$ cat src/rtl/imh_pkg.sv
`timescale 1ns / 1ps
`default_nettype none
// ----------------------------------------------------------------------------
// imh_pkg
// Shared constants, memory port types and field helpers for the indexed heap.
// ----------------------------------------------------------------------------
package imh_pkg;

    localparam int CAPACITY = 1024;
    localparam int KEY_BITS = 20;

    localparam int MODE_W  = 2;
    localparam int ID_W    = 10;
    localparam int VALUE_W = 20;
    localparam int TOPK_W  = 20;
    localparam int ERR_W   = 2;

    localparam int ID_SPACE = 1 << ID_W;
    localparam int SLOT_W   = $clog2(CAPACITY);
    localparam int COUNT_W  = $clog2(CAPACITY + 1);
    localparam int IDX_W    = SLOT_W + 2;
    localparam int CMP_W    = (KEY_BITS > VALUE_W) ? KEY_BITS : VALUE_W;
    localparam int SLOT_DW  = ID_W + KEY_BITS;
    localparam int POS_DW   = SLOT_W + 1;

    // Modes
    localparam logic [MODE_W-1:0] MODE_APPEND   = 2'd0;
    localparam logic [MODE_W-1:0] MODE_BUILD    = 2'd1;
    localparam logic [MODE_W-1:0] MODE_DELETE   = 2'd2;
    localparam logic [MODE_W-1:0] MODE_DECREASE = 2'd3;

    // Error codes
    localparam logic [ERR_W-1:0] ERR_OK      = 2'd0;
    localparam logic [ERR_W-1:0] ERR_FULL    = 2'd1;
    localparam logic [ERR_W-1:0] ERR_ABSENT  = 2'd2;
    localparam logic [ERR_W-1:0] ERR_PRESENT = 2'd3;

    typedef struct packed {
        logic               en;
        logic               we;
        logic [SLOT_W-1:0]  addr;
        logic [SLOT_DW-1:0] wdata;
    } slot_req_t;

    typedef struct packed {
        logic              en;
        logic              we;
        logic [ID_W-1:0]   addr;
        logic [POS_DW-1:0] wdata;
    } pos_req_t;

    // Keep the low KEY_BITS of an input value
    function automatic logic [KEY_BITS-1:0] value_to_key(input logic [VALUE_W-1:0] v);
        logic [CMP_W-1:0] t;
        t = CMP_W'(v);
        return t[KEY_BITS-1:0];
    endfunction

    // Widen a key to the compare width
    function automatic logic [CMP_W-1:0] key_ext(input logic [KEY_BITS-1:0] k);
        return CMP_W'(k);
    endfunction

    // Fit a key to the result field
    function automatic logic [TOPK_W-1:0] key_to_field(input logic [KEY_BITS-1:0] k);
        logic [CMP_W-1:0] t;
        t = CMP_W'(k);
        return t[TOPK_W-1:0];
    endfunction

endpackage
`default_nettype wire

$ cat src/rtl/imh_ctrl.sv
`timescale 1ns / 1ps
`default_nettype none
// ----------------------------------------------------------------------------
// imh_ctrl
// Sequencer for append, build, delete and decrease; one shared key comparator
// drives every sift decision.
// ----------------------------------------------------------------------------
module imh_ctrl (
    input  wire logic                          clk,
    input  wire logic                          rst_n,
    input  wire logic                          in_valid,
    output logic                               in_ready,
    input  wire logic [imh_pkg::MODE_W-1:0]    mode,
    input  wire logic [imh_pkg::ID_W-1:0]      node_id,
    input  wire logic [imh_pkg::VALUE_W-1:0]   value,
    output logic                               out_valid,
    input  wire logic                          out_ready,
    output logic [imh_pkg::ID_W-1:0]           top_id,
    output logic [imh_pkg::TOPK_W-1:0]         top_key,
    output logic [imh_pkg::COUNT_W-1:0]        entry_count,
    output logic                               is_empty,
    output logic [imh_pkg::ERR_W-1:0]          error_code,
    output imh_pkg::slot_req_t                 slot_req,
    input  wire logic [imh_pkg::SLOT_DW-1:0]   slot_rdata,
    output imh_pkg::pos_req_t                  pos_req,
    input  wire logic [imh_pkg::POS_DW-1:0]    pos_rdata
);

    localparam int SW = imh_pkg::SLOT_W;
    localparam int CW = imh_pkg::COUNT_W;
    localparam int XW = imh_pkg::IDX_W;
    localparam int KB = imh_pkg::KEY_BITS;
    localparam int IW = imh_pkg::ID_W;

    localparam logic [4:0] S_CLR   = 5'd0;
    localparam logic [4:0] S_IDLE  = 5'd1;
    localparam logic [4:0] S_LOOK  = 5'd2;
    localparam logic [4:0] S_CHK   = 5'd3;
    localparam logic [4:0] S_LOAD  = 5'd4;
    localparam logic [4:0] S_LOADW = 5'd5;
    localparam logic [4:0] S_SDT   = 5'd6;
    localparam logic [4:0] S_SDR   = 5'd7;
    localparam logic [4:0] S_SDC1  = 5'd8;
    localparam logic [4:0] S_SDC2  = 5'd9;
    localparam logic [4:0] S_SDE   = 5'd10;
    localparam logic [4:0] S_SUT   = 5'd11;
    localparam logic [4:0] S_SUC   = 5'd12;
    localparam logic [4:0] S_SUE   = 5'd13;
    localparam logic [4:0] S_TOP   = 5'd14;
    localparam logic [4:0] S_TOPW  = 5'd15;
    localparam logic [4:0] S_RES   = 5'd16;

    localparam logic [1:0] PH_BUILD    = 2'd0;
    localparam logic [1:0] PH_DEL_DOWN = 2'd1;
    localparam logic [1:0] PH_DEL_UP   = 2'd2;
    localparam logic [1:0] PH_DEC      = 2'd3;

    logic [4:0]                     state_reg, state_next;
    logic [1:0]                     phase_reg, phase_next;
    logic [IW-1:0]                  clr_reg, clr_next;
    logic [CW-1:0]                  count_reg, count_next;
    logic [imh_pkg::MODE_W-1:0]     mode_reg, mode_next;
    logic [IW-1:0]                  id_reg, id_next;
    logic [imh_pkg::VALUE_W-1:0]    val_reg, val_next;
    logic [imh_pkg::ERR_W-1:0]      err_reg, err_next;
    logic [SW-1:0]                  start_reg, start_next;
    logic [SW-1:0]                  hole_reg, hole_next;
    logic [SW-1:0]                  child_reg, child_next;
    logic [IW-1:0]                  cur_id_reg, cur_id_next;
    logic [KB-1:0]                  cur_key_reg, cur_key_next;
    logic [IW-1:0]                  best_id_reg, best_id_next;
    logic [KB-1:0]                  best_key_reg, best_key_next;
    logic                           out_valid_reg;
    logic [IW-1:0]                  top_id_reg;
    logic [imh_pkg::TOPK_W-1:0]     top_key_reg;
    logic [CW-1:0]                  entry_count_reg;
    logic                           is_empty_reg;
    logic [imh_pkg::ERR_W-1:0]      error_code_reg;

    logic [IW-1:0]                  rd_id;
    logic [KB-1:0]                  rd_key;
    logic                           pos_valid;
    logic [SW-1:0]                  pos_slot;
    logic [imh_pkg::CMP_W-1:0]      cmp_a, cmp_b, dec_diff;
    logic                           cmp_gt;
    logic [XW-1:0]                  left_idx, right_idx, count_x;
    logic [SW-1:0]                  hole_m1;
    logic                           res_load;

    assign rd_id     = slot_rdata[imh_pkg::SLOT_DW-1:KB];
    assign rd_key    = slot_rdata[KB-1:0];
    assign pos_valid = pos_rdata[imh_pkg::POS_DW-1];
    assign pos_slot  = pos_rdata[SW-1:0];
    assign left_idx  = {1'b0, hole_reg, 1'b1};
    assign right_idx = left_idx + XW'(1);
    assign count_x   = XW'(count_reg);
    assign hole_m1   = hole_reg - SW'(1);
    assign dec_diff  = cmp_a - cmp_b;
    assign res_load  = (state_reg == S_RES) && (!out_valid_reg || out_ready);

    // Route operands to the shared comparator
    always_comb
    begin
        cmp_a = '0;
        cmp_b = '0;
        case (state_reg)
            S_LOADW:
            begin
                cmp_a = imh_pkg::key_ext(rd_key);
                cmp_b = imh_pkg::CMP_W'(val_reg);
            end
            S_SDC1:
            begin
                cmp_a = imh_pkg::key_ext(rd_key);
                cmp_b = imh_pkg::key_ext(best_key_reg);
            end
            S_SDC2:
            begin
                cmp_a = imh_pkg::key_ext(best_key_reg);
                cmp_b = imh_pkg::key_ext(cur_key_reg);
            end
            S_SUC:
            begin
                cmp_a = imh_pkg::key_ext(cur_key_reg);
                cmp_b = imh_pkg::key_ext(rd_key);
            end
            default:
            begin
                cmp_a = '0;
                cmp_b = '0;
            end
        endcase
    end

    assign cmp_gt = cmp_a > cmp_b;

    // Sequence one beat through lookup, sift and root fetch
    always_comb
    begin
        state_next    = state_reg;
        phase_next    = phase_reg;
        clr_next      = clr_reg;
        count_next    = count_reg;
        mode_next     = mode_reg;
        id_next       = id_reg;
        val_next      = val_reg;
        err_next      = err_reg;
        start_next    = start_reg;
        hole_next     = hole_reg;
        child_next    = child_reg;
        cur_id_next   = cur_id_reg;
        cur_key_next  = cur_key_reg;
        best_id_next  = best_id_reg;
        best_key_next = best_key_reg;
        slot_req      = '0;
        pos_req       = '0;
        case (state_reg)
            S_CLR:
            begin
                pos_req.en   = 1'b1;
                pos_req.we   = 1'b1;
                pos_req.addr = clr_reg;
                clr_next     = clr_reg + IW'(1);
                if (clr_reg == '1)
                begin
                    state_next = S_IDLE;
                end
            end
            S_IDLE:
            begin
                if (in_valid)
                begin
                    mode_next  = mode;
                    id_next    = node_id;
                    val_next   = value;
                    err_next   = imh_pkg::ERR_OK;
                    state_next = S_LOOK;
                end
            end
            S_LOOK:
            begin
                pos_req.en   = 1'b1;
                pos_req.addr = id_reg;
                state_next   = S_CHK;
            end
            S_CHK:
            begin
                state_next = S_TOP;
                case (mode_reg)
                    imh_pkg::MODE_APPEND:
                    begin
                        if (pos_valid)
                        begin
                            err_next = imh_pkg::ERR_PRESENT;
                        end
                        else if (count_reg == CW'(imh_pkg::CAPACITY))
                        begin
                            err_next = imh_pkg::ERR_FULL;
                        end
                        else
                        begin
                            slot_req.en    = 1'b1;
                            slot_req.we    = 1'b1;
                            slot_req.addr  = count_reg[SW-1:0];
                            slot_req.wdata = {id_reg, imh_pkg::value_to_key(val_reg)};
                            pos_req.en     = 1'b1;
                            pos_req.we     = 1'b1;
                            pos_req.addr   = id_reg;
                            pos_req.wdata  = {1'b1, count_reg[SW-1:0]};
                            count_next     = count_reg + CW'(1);
                        end
                    end
                    imh_pkg::MODE_BUILD:
                    begin
                        if (count_reg > CW'(1))
                        begin
                            start_next = SW'(count_reg >> 1) - SW'(1);
                            phase_next = PH_BUILD;
                            state_next = S_LOAD;
                        end
                    end
                    default:
                    begin
                        if (!pos_valid)
                        begin
                            err_next = imh_pkg::ERR_ABSENT;
                        end
                        else if (mode_reg == imh_pkg::MODE_DELETE)
                        begin
                            pos_req.en    = 1'b1;
                            pos_req.we    = 1'b1;
                            pos_req.addr  = id_reg;
                            pos_req.wdata = '0;
                            count_next    = count_reg - CW'(1);
                            start_next    = pos_slot;
                            if (CW'(pos_slot) != count_reg - CW'(1))
                            begin
                                phase_next = PH_DEL_DOWN;
                                state_next = S_LOAD;
                            end
                        end
                        else
                        begin
                            start_next = pos_slot;
                            phase_next = PH_DEC;
                            state_next = S_LOAD;
                        end
                    end
                endcase
            end
            S_LOAD:
            begin
                slot_req.en   = 1'b1;
                slot_req.addr = (phase_reg == PH_DEL_DOWN) ? count_reg[SW-1:0] : start_reg;
                state_next    = S_LOADW;
            end
            S_LOADW:
            begin
                cur_id_next  = rd_id;
                cur_key_next = rd_key;
                hole_next    = start_reg;
                if (phase_reg == PH_DEC)
                begin
                    cur_key_next = cmp_gt ? dec_diff[KB-1:0] : '0;
                end
                state_next = (phase_reg == PH_DEL_UP) ? S_SUT : S_SDT;
            end
            S_SDT:
            begin
                if (left_idx >= count_x)
                begin
                    state_next = S_SDE;
                end
                else
                begin
                    slot_req.en   = 1'b1;
                    slot_req.addr = left_idx[SW-1:0];
                    state_next    = S_SDR;
                end
            end
            S_SDR:
            begin
                best_id_next  = rd_id;
                best_key_next = rd_key;
                child_next    = left_idx[SW-1:0];
                if (right_idx < count_x)
                begin
                    slot_req.en   = 1'b1;
                    slot_req.addr = right_idx[SW-1:0];
                    state_next    = S_SDC1;
                end
                else
                begin
                    state_next = S_SDC2;
                end
            end
            S_SDC1:
            begin
                // Right child wins only when strictly larger
                if (cmp_gt)
                begin
                    best_id_next  = rd_id;
                    best_key_next = rd_key;
                    child_next    = right_idx[SW-1:0];
                end
                state_next = S_SDC2;
            end
            S_SDC2:
            begin
                if (cmp_gt)
                begin
                    slot_req.en    = 1'b1;
                    slot_req.we    = 1'b1;
                    slot_req.addr  = hole_reg;
                    slot_req.wdata = {best_id_reg, best_key_reg};
                    pos_req.en     = 1'b1;
                    pos_req.we     = 1'b1;
                    pos_req.addr   = best_id_reg;
                    pos_req.wdata  = {1'b1, hole_reg};
                    hole_next      = child_reg;
                    state_next     = S_SDT;
                end
                else
                begin
                    state_next = S_SDE;
                end
            end
            S_SDE:
            begin
                slot_req.en    = 1'b1;
                slot_req.we    = 1'b1;
                slot_req.addr  = hole_reg;
                slot_req.wdata = {cur_id_reg, cur_key_reg};
                pos_req.en     = 1'b1;
                pos_req.we     = 1'b1;
                pos_req.addr   = cur_id_reg;
                pos_req.wdata  = {1'b1, hole_reg};
                case (phase_reg)
                    PH_BUILD:
                    begin
                        if (start_reg == '0)
                        begin
                            state_next = S_TOP;
                        end
                        else
                        begin
                            start_next = start_reg - SW'(1);
                            state_next = S_LOAD;
                        end
                    end
                    PH_DEL_DOWN:
                    begin
                        phase_next = PH_DEL_UP;
                        state_next = S_LOAD;
                    end
                    default:
                    begin
                        state_next = S_TOP;
                    end
                endcase
            end
            S_SUT:
            begin
                if (hole_reg == '0)
                begin
                    state_next = S_SUE;
                end
                else
                begin
                    child_next    = {1'b0, hole_m1[SW-1:1]};
                    slot_req.en   = 1'b1;
                    slot_req.addr = {1'b0, hole_m1[SW-1:1]};
                    state_next    = S_SUC;
                end
            end
            S_SUC:
            begin
                if (cmp_gt)
                begin
                    slot_req.en    = 1'b1;
                    slot_req.we    = 1'b1;
                    slot_req.addr  = hole_reg;
                    slot_req.wdata = slot_rdata;
                    pos_req.en     = 1'b1;
                    pos_req.we     = 1'b1;
                    pos_req.addr   = rd_id;
                    pos_req.wdata  = {1'b1, hole_reg};
                    hole_next      = child_reg;
                    state_next     = S_SUT;
                end
                else
                begin
                    state_next = S_SUE;
                end
            end
            S_SUE:
            begin
                slot_req.en    = 1'b1;
                slot_req.we    = 1'b1;
                slot_req.addr  = hole_reg;
                slot_req.wdata = {cur_id_reg, cur_key_reg};
                pos_req.en     = 1'b1;
                pos_req.we     = 1'b1;
                pos_req.addr   = cur_id_reg;
                pos_req.wdata  = {1'b1, hole_reg};
                state_next     = S_TOP;
            end
            S_TOP:
            begin
                slot_req.en   = 1'b1;
                slot_req.addr = '0;
                state_next    = S_TOPW;
            end
            S_TOPW:
            begin
                state_next = S_RES;
            end
            S_RES:
            begin
                if (res_load)
                begin
                    state_next = S_IDLE;
                end
            end
            default:
            begin
                state_next = S_IDLE;
            end
        endcase
    end

    // Hold control state
    always_ff @(posedge clk or negedge rst_n)
    begin
        if (!rst_n)
        begin
            state_reg     <= S_CLR;
            phase_reg     <= PH_BUILD;
            clr_reg       <= '0;
            count_reg     <= '0;
            out_valid_reg <= 1'b0;
        end
        else
        begin
            state_reg <= state_next;
            phase_reg <= phase_next;
            clr_reg   <= clr_next;
            count_reg <= count_next;
            if (res_load)
            begin
                out_valid_reg <= 1'b1;
            end
            else if (out_ready)
            begin
                out_valid_reg <= 1'b0;
            end
        end
    end

    // Hold working payload and the result beat
    always_ff @(posedge clk)
    begin
        mode_reg     <= mode_next;
        id_reg       <= id_next;
        val_reg      <= val_next;
        err_reg      <= err_next;
        start_reg    <= start_next;
        hole_reg     <= hole_next;
        child_reg    <= child_next;
        cur_id_reg   <= cur_id_next;
        cur_key_reg  <= cur_key_next;
        best_id_reg  <= best_id_next;
        best_key_reg <= best_key_next;
        if (res_load)
        begin
            top_id_reg      <= (count_reg == '0) ? '0 : rd_id;
            top_key_reg     <= (count_reg == '0) ? '0 : imh_pkg::key_to_field(rd_key);
            entry_count_reg <= count_reg;
            is_empty_reg    <= (count_reg == '0);
            error_code_reg  <= err_reg;
        end
    end

    assign in_ready    = (state_reg == S_IDLE);
    assign out_valid   = out_valid_reg;
    assign top_id      = top_id_reg;
    assign top_key     = top_key_reg;
    assign entry_count = entry_count_reg;
    assign is_empty    = is_empty_reg;
    assign error_code  = error_code_reg;

    // Checks
    a_count_bound: assert property (@(posedge clk) disable iff (!rst_n)
        count_reg <= CW'(imh_pkg::CAPACITY))
        else $error("entry count above capacity");

    a_count_in_chk: assert property (@(posedge clk) disable iff (!rst_n)
        !$stable(count_reg) |-> $past(state_reg) == S_CHK)
        else $error("count moved outside the check step");

    a_accept_look: assert property (@(posedge clk) disable iff (!rst_n)
        (in_valid && in_ready) |=> state_reg == S_LOOK)
        else $error("accepted beat did not start a lookup");

    a_res_origin: assert property (@(posedge clk) disable iff (!rst_n)
        $rose(out_valid_reg) |-> $past(state_reg) == S_RES)
        else $error("result raised outside the result step");

endmodule
`default_nettype wire

$ cat config.mk
export PLATFORM = sky130hd
export DESIGN_NAME = imh_ctrl
export DESIGN_NICKNAME = d
export VERILOG_FILES = /design/src/rtl/imh_pkg.sv /design/src/rtl/imh_ctrl.sv
export SDC_FILE = /design/constraint.sdc
export NUM_CORES = 1
export LEC_CHECK = 0
export ABC_AREA = 0
export BUFFER_PORTS_ARGS = -buffer_cell sky130_fd_sc_hd__clkbuf_2
export CORE_MARGIN = 2
export CORE_UTILIZATION = 50
export DETAILED_ROUTE_END_ITERATION = 10
export PLACE_DENSITY = 0.71
export SLEW_MARGIN = 0
export SYNTH_ARGS = -nofsm -noshare
export SYNTH_HDL_FRONTEND = slang
export SYNTH_SLANG_ARGS = --single-unit
$ cat constraint.sdc
create_clock -name clk -period 13.3 [get_ports clk]
set_input_delay 1.33 -clock clk [delete_from_list [all_inputs] [get_ports clk]]
set_output_delay 1.33 -clock clk [all_outputs]
set_load 0.02 [all_outputs]
# Word level (Yosys, flattened, before mapping)

Index checks and enable logic that the tools add are counted.

Flip-flop bits (word level): 197
Latch bits: 0
Bits in writable memories: 0
ROM bits: 0
Output and inout bits: 111
Word-level logic and storage cells: 191
Memories kept: 0

Add/subtract/negate cells: 8
Multipliers: 0
Divide/modulo/power cells: 0
Order comparisons: 4
Equality and inequality tests: 42
Shifts and indexed selects: 0
Muxes and demuxes: 83
Bitwise operators: 1
Reductions and logical operators: 32

Operators by type and width:

| cell                  | count |
|---|---|
| $mux 42               | 5 |
| $mux 23               | 6 |
| $pmux 30 s4           | 1 |
| $mux 10               | 11 |
| $pmux 5 s17           | 1 |
| $pmux 10 s2           | 4 |
| $pmux 10 s8           | 1 |
| $pmux 20 s4           | 1 |
| $mux 20               | 3 |
| $pmux 10 s6           | 1 |
| $pmux 20 s3           | 1 |
| $pmux 23 s2           | 1 |
| $mux 11               | 4 |
| $pmux 11 s4           | 1 |
| $eq 5x4->1 const B    | 8 |
| $pmux 20 s2           | 1 |
| $pmux 10 s3           | 1 |
| $sub 10x1->10 const B | 3 |
| $mux 5                | 5 |
| $mux 4                | 6 |
| $ne 2x2->1 const B    | 11 |
| $pmux 11 s2           | 1 |
| $eq 5x3->1 const B    | 4 |
| $gt 20x20->1          | 1 |
| other kinds (47)      | 88 |

# Longest topological paths before layout

Depth in word-level cells: 7
Gate-level depth with buffers: 19
Mapped depth without buffers: 16

# Worst setup path before layout

OpenSTA, ideal clock, no wires.

Path kind: register -> output
Start point: register state_reg[4]
End point: output slot_req[33] in the netlist's numbering
Data arrival time: 4.748 ns
Required time: 11.970 ns
Path slack: 7.222 ns
Stages on the path, launching flop included: 16
Path through: dfrtp_1 clkbuf_1 nor3_1 nand2_1 inv_1 clkbuf_1 a221oi_1 ha_1 clkbuf_1 and4_1 nand4_1 o41ai_1 o32ai_1 clkbuf_1 a22o_1 or3b_1

RTL lines:

| element                  | RTL line        | text |
|---|---|---|
| start: declaration       | imh_ctrl.sv:58  | `logic [4:0] state_reg, state_next;` |
| start signal: assignment | imh_ctrl.sv:445 | `state_reg <= state_next;` |
| end: declaration         | imh_ctrl.sv:23  | `output imh_pkg::slot_req_t slot_req,` |

==> results.sh <==
export IMPL_die_h_um=161.4
export IMPL_synth_main_ff_cell="edfxtp_1"
export IMPL_p_sw_mw=1.657
export IMPL_post_cts_buffers=0
export IMPL_die_x_um=161.4
export IMPL_routedWlPerCell_um=21.38
export IMPL_power_mw=3.464
export IMPL_tightest_slew_ns=1.235
export IMPL_ctsResizeCount=0
export IMPL_clkTransAtPathRegs_ns=0.08
export IMPL_cts_tree="done"
export IMPL_pwr_share_comb_pct=55.4
export IMPL_layout_commonest_cell="clkbuf_2"
export IMPL_relSlewSlack_pct=17.47
export IMPL_clkSinkCount=197
export IMPL_layout_drive_gt1_share_pct=18.59
export IMPL_hold_buffers=0
export IMPL_dp_cells=1680
export IMPL_cp_required_ns=11.97
export IMPL_first_pass_iters=10
export IMPL_synth_edf_count=168
export IMPL_crit_fanout=34
export IMPL_drv_slew=0
export IMPL_startpoint_type="register"
export IMPL_max_stage_delay_ns=0.78
export IMPL_first_global_vias=10370
export IMPL_synth_seq_area_share_pct=46.56
export IMPL_gr_total_overflow=0
export IMPL_r2r_cells=13
export IMPL_setup_tns_ns=0
export IMPL_cts_root_buf="clkbuf_16"
export IMPL_drc=0
export IMPL_nNetsFinal=1505
export IMPL_cp_end_kind="primary output"
export IMPL_cp_arrival_ns=5.85
export IMPL_path_cells="nor2_1 > nand2_1 > nand2_1 > a222oi_1 > inv_1 > ha_1 > nor2b_1 > o21ai_1 > a21oi_1 > o21ba_2 > nor3_1 > or2_1 > buf_4 > o21ai_1 > o21bai_1 > clkbuf_2"
export IMPL_routed_via_density=6.364
export IMPL_wirelength_um=36610
export IMPL_synth_area_sq_mm=0.01239
export IMPL_hold_viol=0
export IMPL_instances_no_fill=1712
export IMPL_numCtsBuffers=17
export IMPL_min_path_type="register to register"
export IMPL_fin_crit_ns=7.181
export IMPL_yosysWarnings=0
export IMPL_clockBufferDepth=2
export IMPL_initial_utilization_pct=50.96
export IMPL_gp_congestion=0.9635
export IMPL_drv_cap=0
export IMPL_clkPwrFrac_pct=16.5
export IMPL_powerDensity_mw_per_mm2=243.4
export IMPL_setup_violations_final=0
export IMPL_syn_nets=1369
export IMPL_grt_usage_pct=28.13
export IMPL_rsz0062_at_grt="no"
export IMPL_setup_ws_ns=6.119
export IMPL_fp_coreArea_sq_mm=0.02432
export IMPL_htreeDepth=4
export IMPL_fmax_ghz=0.1393
export IMPL_cpMaxStageDelayCell="dfrtp_1"
export IMPL_async_flop_share_pct=14.72
export IMPL_avgSynthCellArea_sq_um=10.00
export IMPL_fin_hold_ws_ns=0.4315
export IMPL_worst_clock_skew_ns=0.01444
export IMPL_critPathKind="register to primary output"
export IMPL_dp_hpwl_um=25570
export IMPL_grt_max_degree=66
export IMPL_syn_to_final_growth_pct=14.85
export IMPL_postSynthCellCount=1239
export IMPL_diodes=0
export IMPL_vdd_drop_max_mv=0.1509
export IMPL_portBuffers=187
export IMPL_vias=10900
export IMPL_drt_initial_drc_count=1259
export IMPL_p_seq_share_pct=28.1
export IMPL_grt_pass1_wl_um=57620
export IMPL_pre_cts_slack_ns=6.707
export IMPL_p_leak_nw=5.732
export IMPL_dieArea_sq_mm=0.02606
export IMPL_internal_power_mw=1.807
export IMPL_rows=57
export IMPL_pin_count=188
export IMPL_mostFrequentLayoutCells="187 x clkbuf_2, 168 x edfxtp_1, 113 x nand2_1, 86 x nor2_1, 53 x inv_1"
export IMPL_yosysUniqueCellTypes=79
export IMPL_antenna_found_initial=0
export IMPL_p_sw_share_pct=47.82
export IMPL_status="finished, final reports clean"
export IMPL_fin_crit_sh_pct=53.99
export IMPL_whs_path_depth=0
export IMPL_synth_seq_cells=197
export IMPL_final_antenna_net_count=0
export IMPL_clock_latency_ns=0.45
-- power by group through the flow --
| stage | clock (mW) | sequential, mW | combinational, mW |
|---|---|---|---|
| after floorplan | 0 | 0.892 | 1.42 |
| after global placement | 0 | 0.979 | 1.87 |
| after detailed placement | 0 | 0.980 | 1.88 |
| after CTS | 0.579 | 0.968 | 1.90 |
| after global routing | 0.600 | 0.987 | 2.11 |
| final | 0.571 | 0.972 | 1.92 |
-- per-layer routing --
layer	global-route usage, %	vias to the layer above	share of wire, %
met5	0	-	0
met1	39.40	5237	43
met4	9.700	0	2.5
met2	44.83	565	47
li1	-	5028	-
met3	4.263	65	7.8
-- synth_stat cells (all sizes together), types with 4 or more instances --
cell      n  area share (%)
nor4      4            0.20
and2      6            0.30
o21ai    81             3.3
or2       6            0.30
a222oi   28             2.3
o211ai   10            0.61
buf      16            0.57
inv      58             1.8
nand3b    7            0.45
o21a     10            0.61
a31oi    13            0.66
o41ai     5            0.35
xnor2    44             3.1
a22oi    50             3.0
nand2b   14            0.71
nor2b    41             2.1
nand4    11            0.56
a21oi    46             1.9
edfxtp  168              41
nand2   113             3.4
and3     11            0.56
or3      12            0.61
xor2     20             1.4
a221oi   22             1.6
a21o     15            0.91
a22o     45             3.2
clkbuf   67             2.0
nor3     22             1.0
nand3    25             1.0
mux2i     4            0.32
o22ai    11            0.56
o31ai    18             1.2
nor2     91             2.8
a21boi    4            0.24
dfrtp    29             5.9
ha       52             5.2
a221o    12            0.97
-- logic make-up (layout without fill, tap and decap cells) --
kind of cell | after synthesis | in the layout | synth area share [%]
AOI/OAI and AO/OA | 403 | 403 | 23.86
xor gates and xnor gates | 64 | 64 | 4.523
adders and majority gates | 53 | 53 | 5.411
buffers and inverters | 142 | 291 | 4.381
DFF | 197 | 197 | 46.56
muxes | 5 | 5 | 0.4139
and+or+nand+nor | 375 | 375 | 14.85
-- worst max-delay path: cells and delay by family, from the launching register on --
family / cells / cell delay [ns]
AOI/OAI and AO/OA: 6 / 1.39
adders and majority gates: 1 / 0.36
and+or+nand+nor: 6 / 2.20
DFF: 1 / 0.78
buffers and inverters: 3 / 0.67
-- cell type report --
| class | instances | area [sq um] |
|---|---|---|
| inverter | 59 | 221.5 |
| timing repair buffer | 200 | 1033 |
| clock buffer | 17 | 425.4 |
| sequential | 197 | 5771 |
| tap | 324 | 405.4 |
| fill | 2136 | 10080 |
| clock inverter | 15 | 235.2 |
| multi-input combinational | 900 | 6143 |
-- path summary, 6_finish.rpt --
| check | start | slack [ns] | endpoint |
|---|---|---|---|
| worst max-delay path | state_reg[1] | 6.12 | pos_req[20] |
| worst min-delay path | err_reg[0] | 0.43 | error_code[0] |
| worst max register to register | state_reg[1] | 7.71 | best_key_reg[5] |
| worst min register to register | err_reg[0] | 0.43 | error_code[0] |
| max in group asynchronous | rst_n | 11.82 | phase_reg[0] |
| min in group asynchronous | rst_n | 0.96 | clr_reg[4] |
-- per-stage QoR --
stage	cell area, sq um	util [%]
2_1_floorplan	12390	-
3_3_place_gp	13570	55.82
3_5_place_dp	13570	55.82
4_1_cts	14230	58.53
5_1_grt	14230	58.53
6_report	14230	58.53
(Power assumes the default switching activity.)
